$ cat config.mk
export PLATFORM = sky130hd
export DESIGN_NAME = fixed_point_bitwise_sqrt
export DESIGN_NICKNAME = d
export VERILOG_FILES = /design/src/hdl/fpbs_pkg.sv /design/src/hdl/fpbs_step.sv /design/src/hdl/fixed_point_bitwise_sqrt.sv
export SDC_FILE = /design/constraint.sdc
export NUM_CORES = 1
export LEC_CHECK = 0
export BUFFER_PORTS_ARGS = -buffer_cell sky130_fd_sc_hd__buf_2
export CAP_MARGIN = 40
export CORE_UTILIZATION = 60
export DETAILED_ROUTE_END_ITERATION = 10
export PLACE_DENSITY = 0.88
export SYNTH_ARGS = -nofsm -noshare
export SYNTH_HDL_FRONTEND = slang
export SYNTH_HIERARCHICAL = 1
export SYNTH_SLANG_ARGS = --single-unit
$ cat constraint.sdc
create_clock -name aclk -period 7.1 [get_ports aclk]
set_clock_uncertainty 0.1 [all_clocks]
set_input_delay 1.065 -clock aclk [delete_from_list [all_inputs] [get_ports aclk]]
set_output_delay 1.065 -clock aclk [all_outputs]
set_load 0.01 [all_outputs]
$ cat src/hdl/fpbs_pkg.sv
// ----------------------------------------------------------------------------
// fpbs_pkg
// Shared types, constants and the fraction table for the fixed-point
// bit-by-bit square root pipeline.
// ----------------------------------------------------------------------------
`default_nettype none

package fpbs_pkg;

    // field widths
    localparam int VALUE_W    = 10;
    localparam int ROOT_W     = 8;
    localparam int WHOLE_W    = 4;
    localparam int HUND_W     = 7;
    localparam int RAD_W      = 16;
    localparam int SPLIT_BITS = 4;

    // largest value in range
    localparam logic [VALUE_W-1:0] VALUE_MAX = VALUE_W'(255);

    // default radicand shift
    localparam int FRAC_BITS_DEF = 8;

    // one pipeline slot of the root search
    typedef struct packed {
        logic [RAD_W-1:0]  radicand;
        logic [ROOT_W-1:0] root;
        logic              range_error;
    } fpbs_stage_t;

    // low root nibble in hundredths: n * 100 / 15, truncated
    function automatic logic [HUND_W-1:0] frac_hundredths(input logic [SPLIT_BITS-1:0] n);
        logic [HUND_W-1:0] r;
        case (n)
            4'd0:    r = 7'd0;
            4'd1:    r = 7'd6;
            4'd2:    r = 7'd13;
            4'd3:    r = 7'd20;
            4'd4:    r = 7'd26;
            4'd5:    r = 7'd33;
            4'd6:    r = 7'd40;
            4'd7:    r = 7'd46;
            4'd8:    r = 7'd53;
            4'd9:    r = 7'd60;
            4'd10:   r = 7'd66;
            4'd11:   r = 7'd73;
            4'd12:   r = 7'd80;
            4'd13:   r = 7'd86;
            4'd14:   r = 7'd93;
            4'd15:   r = 7'd100;
            default: r = 7'd0;
        endcase
        return r;
    endfunction

endpackage

`default_nettype wire

$ cat src/hdl/fpbs_step.sv
// ----------------------------------------------------------------------------
// fpbs_step
// One pipeline stage of the square root search: tries one root bit and keeps
// it when the trial square does not exceed the radicand.
// ----------------------------------------------------------------------------
`default_nettype none

module fpbs_step #(
    parameter int BIT_POS = 7
) (
    input  wire                         aclk,
    input  wire                         aresetn,
    input  wire                         in_valid,
    output logic                        in_ready,
    input  wire fpbs_pkg::fpbs_stage_t  in_data,
    output logic                        out_valid,
    input  wire                         out_ready,
    output fpbs_pkg::fpbs_stage_t       out_data
);
    import fpbs_pkg::*;

    localparam logic [ROOT_W-1:0] TRIAL_BIT = ROOT_W'(1) << BIT_POS;
    localparam logic [ROOT_W-1:0] LOW_MASK  = TRIAL_BIT - ROOT_W'(1);

    logic              valid_reg;
    logic              valid_next;
    fpbs_stage_t       data_reg;
    fpbs_stage_t       data_next;
    logic [ROOT_W-1:0] trial;
    logic [RAD_W-1:0]  trial_sq;

    // stage takes a transfer when empty or when its content moves on
    assign in_ready = !valid_reg || out_ready;

    // trial bit test
    always_comb begin
        trial     = in_data.root | TRIAL_BIT;
        trial_sq  = RAD_W'(trial) * RAD_W'(trial);
        data_next = in_data;
        if (trial_sq <= in_data.radicand) begin
            data_next.root = trial;
        end
    end

    assign valid_next = in_ready ? in_valid : valid_reg;

    // control register
    always_ff @(posedge aclk) begin
        if (!aresetn) begin
            valid_reg <= 1'b0;
        end else begin
            valid_reg <= valid_next;
        end
    end

    // payload register
    always_ff @(posedge aclk) begin
        if (in_ready && in_valid) begin
            data_reg <= data_next;
        end
    end

    assign out_valid = valid_reg;
    assign out_data  = data_reg;

    // root never squares past the radicand
    assert property (@(posedge aclk) disable iff (!aresetn)
        valid_reg |-> (RAD_W'(data_reg.root) * RAD_W'(data_reg.root)) <= data_reg.radicand)
        else $error("fpbs_step: root square exceeds radicand");

    // bits below the tested one are still clear
    assert property (@(posedge aclk) disable iff (!aresetn)
        valid_reg |-> (data_reg.root & LOW_MASK) == '0)
        else $error("fpbs_step: untested root bits set");

    // out of range items carry a zero root
    assert property (@(posedge aclk) disable iff (!aresetn)
        (valid_reg && data_reg.range_error) |-> data_reg.root == '0)
        else $error("fpbs_step: error item has nonzero root");

endmodule

`default_nettype wire

$ cat src/hdl/fixed_point_bitwise_sqrt.sv
// Pipeline: one stage per root bit (8 stages), then the output register
// that forms the integer and fraction.
// Throughput: one item per cycle while m_ready is high; each stage holds one
// item and moves it on when the next stage is free, so a stall fills bubbles and drops nothing.
// Reset: aresetn synchronous active low clears all stage valid bits.
// ----------------------------------------------------------------------------
// fixed_point_bitwise_sqrt
// Pipelined floor square root of value shifted left by FRAC_BITS, giving a
// Q4.4 root with its integer part and fraction in hundredths.
// ----------------------------------------------------------------------------
`default_nettype none

module fixed_point_bitwise_sqrt #(
    parameter int FRAC_BITS = fpbs_pkg::FRAC_BITS_DEF
) (
    input  wire                             aclk,
    input  wire                             aresetn,
    input  wire                             s_valid,
    output logic                            s_ready,
    input  wire [fpbs_pkg::VALUE_W-1:0]     s_value,
    output logic                            m_valid,
    input  wire                             m_ready,
    output logic [fpbs_pkg::ROOT_W-1:0]     m_root_fixed,
    output logic [fpbs_pkg::WHOLE_W-1:0]    m_whole_part,
    output logic [fpbs_pkg::HUND_W-1:0]     m_fraction_hundredths,
    output logic                            m_range_error
);
    import fpbs_pkg::*;

    localparam int NSTAGE = ROOT_W;

    logic        stg_valid [0:NSTAGE];
    logic        stg_ready [0:NSTAGE];
    fpbs_stage_t stg_data  [0:NSTAGE];

    logic                out_valid_reg;
    logic                out_valid_next;
    logic                out_ready;
    logic [ROOT_W-1:0]   root_reg;
    logic [WHOLE_W-1:0]  whole_reg;
    logic [HUND_W-1:0]   hund_reg;
    logic                err_reg;
    logic                err_in;

    // input slot: out of range values get a zero radicand
    assign err_in = s_value > VALUE_MAX;
    always_comb begin
        stg_data[0].range_error = err_in;
        stg_data[0].root        = '0;
        stg_data[0].radicand    = err_in ? '0
                                         : (RAD_W'(s_value[ROOT_W-1:0]) << FRAC_BITS);
    end
    assign stg_valid[0] = s_valid;
    assign s_ready      = stg_ready[0];

    // one stage per root bit, top bit first
    for (genvar i = 0; i < NSTAGE; i++) begin : g_step
        fpbs_step #(
            .BIT_POS (NSTAGE - 1 - i)
        ) u_step (
            .aclk      (aclk),
            .aresetn   (aresetn),
            .in_valid  (stg_valid[i]),
            .in_ready  (stg_ready[i]),
            .in_data   (stg_data[i]),
            .out_valid (stg_valid[i+1]),
            .out_ready (stg_ready[i+1]),
            .out_data  (stg_data[i+1])
        );
    end

    // output register
    assign out_ready          = !out_valid_reg || m_ready;
    assign stg_ready[NSTAGE]  = out_ready;
    assign out_valid_next     = out_ready ? stg_valid[NSTAGE] : out_valid_reg;

    always_ff @(posedge aclk) begin
        if (!aresetn) begin
            out_valid_reg <= 1'b0;
        end else begin
            out_valid_reg <= out_valid_next;
        end
    end

    // split root into integer part and hundredths
    always_ff @(posedge aclk) begin
        if (out_ready && stg_valid[NSTAGE]) begin
            root_reg  <= stg_data[NSTAGE].root;
            whole_reg <= stg_data[NSTAGE].root[ROOT_W-1:SPLIT_BITS];
            hund_reg  <= frac_hundredths(stg_data[NSTAGE].root[SPLIT_BITS-1:0]);
            err_reg   <= stg_data[NSTAGE].range_error;
        end
    end

    assign m_valid               = out_valid_reg;
    assign m_root_fixed          = root_reg;
    assign m_whole_part          = whole_reg;
    assign m_fraction_hundredths = hund_reg;
    assign m_range_error         = err_reg;

    // integer part tracks the root
    assert property (@(posedge aclk) disable iff (!aresetn)
        out_valid_reg |-> whole_reg == root_reg[ROOT_W-1:SPLIT_BITS])
        else $error("fixed_point_bitwise_sqrt: whole part mismatch");

    // error results are all zero
    assert property (@(posedge aclk) disable iff (!aresetn)
        (out_valid_reg && err_reg) |-> (root_reg == '0 && hund_reg == '0 && whole_reg == '0))
        else $error("fixed_point_bitwise_sqrt: error result not cleared");

    // fraction stays within 0..100
    assert property (@(posedge aclk) disable iff (!aresetn)
        out_valid_reg |-> hund_reg <= HUND_W'(100))
        else $error("fixed_point_bitwise_sqrt: fraction out of range");

endmodule

`default_nettype wire
==> impl_metrics.tcl <==
set metrics [dict create \
    ir_drop_mv 0.353 \
    ctsResizeCount 0 \
    leakage_nw 12.1 \
    worstPathArrival_ps 6290 \
    grt_use_total_pct 25.7 \
    core_area_sq_um 37700 \
    hold-path-cell-count 0 \
    hold_buffers 0 \
    min_path_type "reg -> reg" \
    antennaDiodeCount 0 \
    drive_gt1_share_pct 5.10 \
    htree_levels 1 \
    reg2regPathDepth 19 \
    finalSetupViolations 0 \
    dr.pass1.iters 5 \
    fin_crit_sh_pct 86.0 \
    clockBufferDepth 3 \
    place_area_sq_um 24000 \
    end_kind "flip-flop" \
    postCtsSetupBuffers 0 \
    hold_violations 0 \
    grt_first_pass_wirelength_um 81300 \
    dieWidth_um 197 \
    gp_congestion 0.925 \
    grt_pass1_vias 17772 \
    powerDensity_nw_per_um2 246 \
    final_cell_area_sq_um 24700 \
    cts_buffers 23 \
    cts_tree "yes" \
    vias_per_cell 5.60 \
    ant_nets 0 \
    grt_max_degree 26 \
    critPathLaunchType "flip-flop" \
    max_freq_mhz 164 \
    portBuffers 35 \
    route.vias.total 16592 \
    syn-mean-instance-area_sq_um 9.88 \
    grt.overflow.total 0 \
    synth_area_sq_um 22900 \
    required_ps 7290 \
    io_pins 36 \
    worst_pin_slew_ps 663 \
    min_period_ps 6110 \
    initial_core_util_pct 60.9 \
    clk_pin_slew_ps 70 \
    die-area_sq_um 39000 \
    drc_errors 0 \
    wl_um 47600 \
    run_status "finished, final reports clean" \
    drv_cap 0 \
    clk-insertion-delay-late_ps 540 \
    grt_antenna_before_repair 0 \
    slew_headroom_pct 55.8 \
    setup_tns_ps 0 \
    cts.sinks 209 \
    fin_hold_ws_ps 311 \
    initialDrtViolationCount 954 \
    yosys_warnings 6 \
    fin_nets 3017 \
    syn_to_final_growth_pct 7.70 \
    rows 71 \
    largest_register_ffs 184 \
    rsz0062_at_grt "no" \
    postSynthCellCount 2322 \
    dp_hpwl_um 38200 \
    die_h_um 197 \
    drv_slew 0 \
    criticalPathCategory "reg -> reg" \
    wire_per_inst_um 16.1 \
    cp_max_fo 7 \
    clock-root-buffer "clkbuf_16" \
]
==> area by class of cell <==
cell class / count / area (sq um)
clock buffers: 26 / 597
flip-flops and latches: 209 / 6190
fillers: 2754 / 13000
clock inverters: 15 / 130
repair buffers: 42 / 278
multi-input cells: 1627 / 14900
inverters: 531 / 1990
well taps: 511 / 639
==> report_power, final <==
group / switching, mW / internal [mW] / leakage (nW)
sequential: 0.0390 / 1.38 / 1.89
clock: 0.513 / 0.650 / 0.353
combinational: 1.96 / 1.52 / 9.84
total: 2.51 / 3.55 / 12.1
==> final timing paths <==
| check | slack (ps) | endpoint | start |
|---|---|---|---|
| worst max register to register | 990 | g_step[7].u_step/out_data[1]$_SDFFCE_PP1P_ | g_step[6].u_step/out_data[6]$_DFFE_PP_ |
| worst min-delay path | 310 | g_step[7].u_step/out_data[0]$_DFFE_PP_ | g_step[6].u_step/out_data[0]$_DFFE_PP_ |
| worst min register to register | 310 | g_step[7].u_step/out_data[0]$_DFFE_PP_ | g_step[6].u_step/out_data[0]$_DFFE_PP_ |
| worst max-delay path | 990 | g_step[7].u_step/out_data[1]$_SDFFCE_PP1P_ | g_step[6].u_step/out_data[6]$_DFFE_PP_ |
==> metal layers <==
metal / vias to the layer above / global-route usage, % / routed length [um]
li1: 7844 / - / -
met5: - / 0 / 0
met4: 0 / 12.0 / 2160
met2: 496 / 48.6 / 25400
met3: 172 / 3.18 / 2000
met1: 8080 / 28.4 / 18100
==> worst max-delay path, cell delays in order (launching register included) <==
cell,delay (ps)
edfxtp_1,590
inv_1,280
nor2_1,340
fa_1,510
fa_1,550
inv_1,50
fa_1,380
fa_1,520
inv_1,40
ha_1,400
nand2_1,80
o21ai_0,170
o21ai_1,220
a221oi_1,330
o211ai_1,160
ha_1,350
nand4_1,140
nor2_1,220
o31ai_1,110
a221o_1,320
==> through the flow <==
step           utilization (%)  power [mW]  setup slack (ps)  std cells
2_1_floorplan                -        4.15              1830       2387
3_3_place_gp              63.4        4.56              1400       2915
3_5_place_dp              63.6        4.75              1120       2920
4_1_cts                   65.6        5.93              1090       2961
5_1_grt                   65.6        6.62               695       2961
6_report                  65.6        6.06               994       2961
==> cell usage in the layout (no fill, tap or decap), types with 27 or more instances in the layout <==
cell / count
a21o_1: 29
a21oi_1: 121
and2_1: 49
buf_2: 35
conb_1: 69
edfxtp_1: 200
fa_1: 197
ha_1: 372
inv_1: 530
nand2_1: 124
nand3_1: 29
nor2_1: 150
nor2b_1: 27
o21ai_0: 49
xnor2_1: 90
Power figures use the tool's default switching activity.
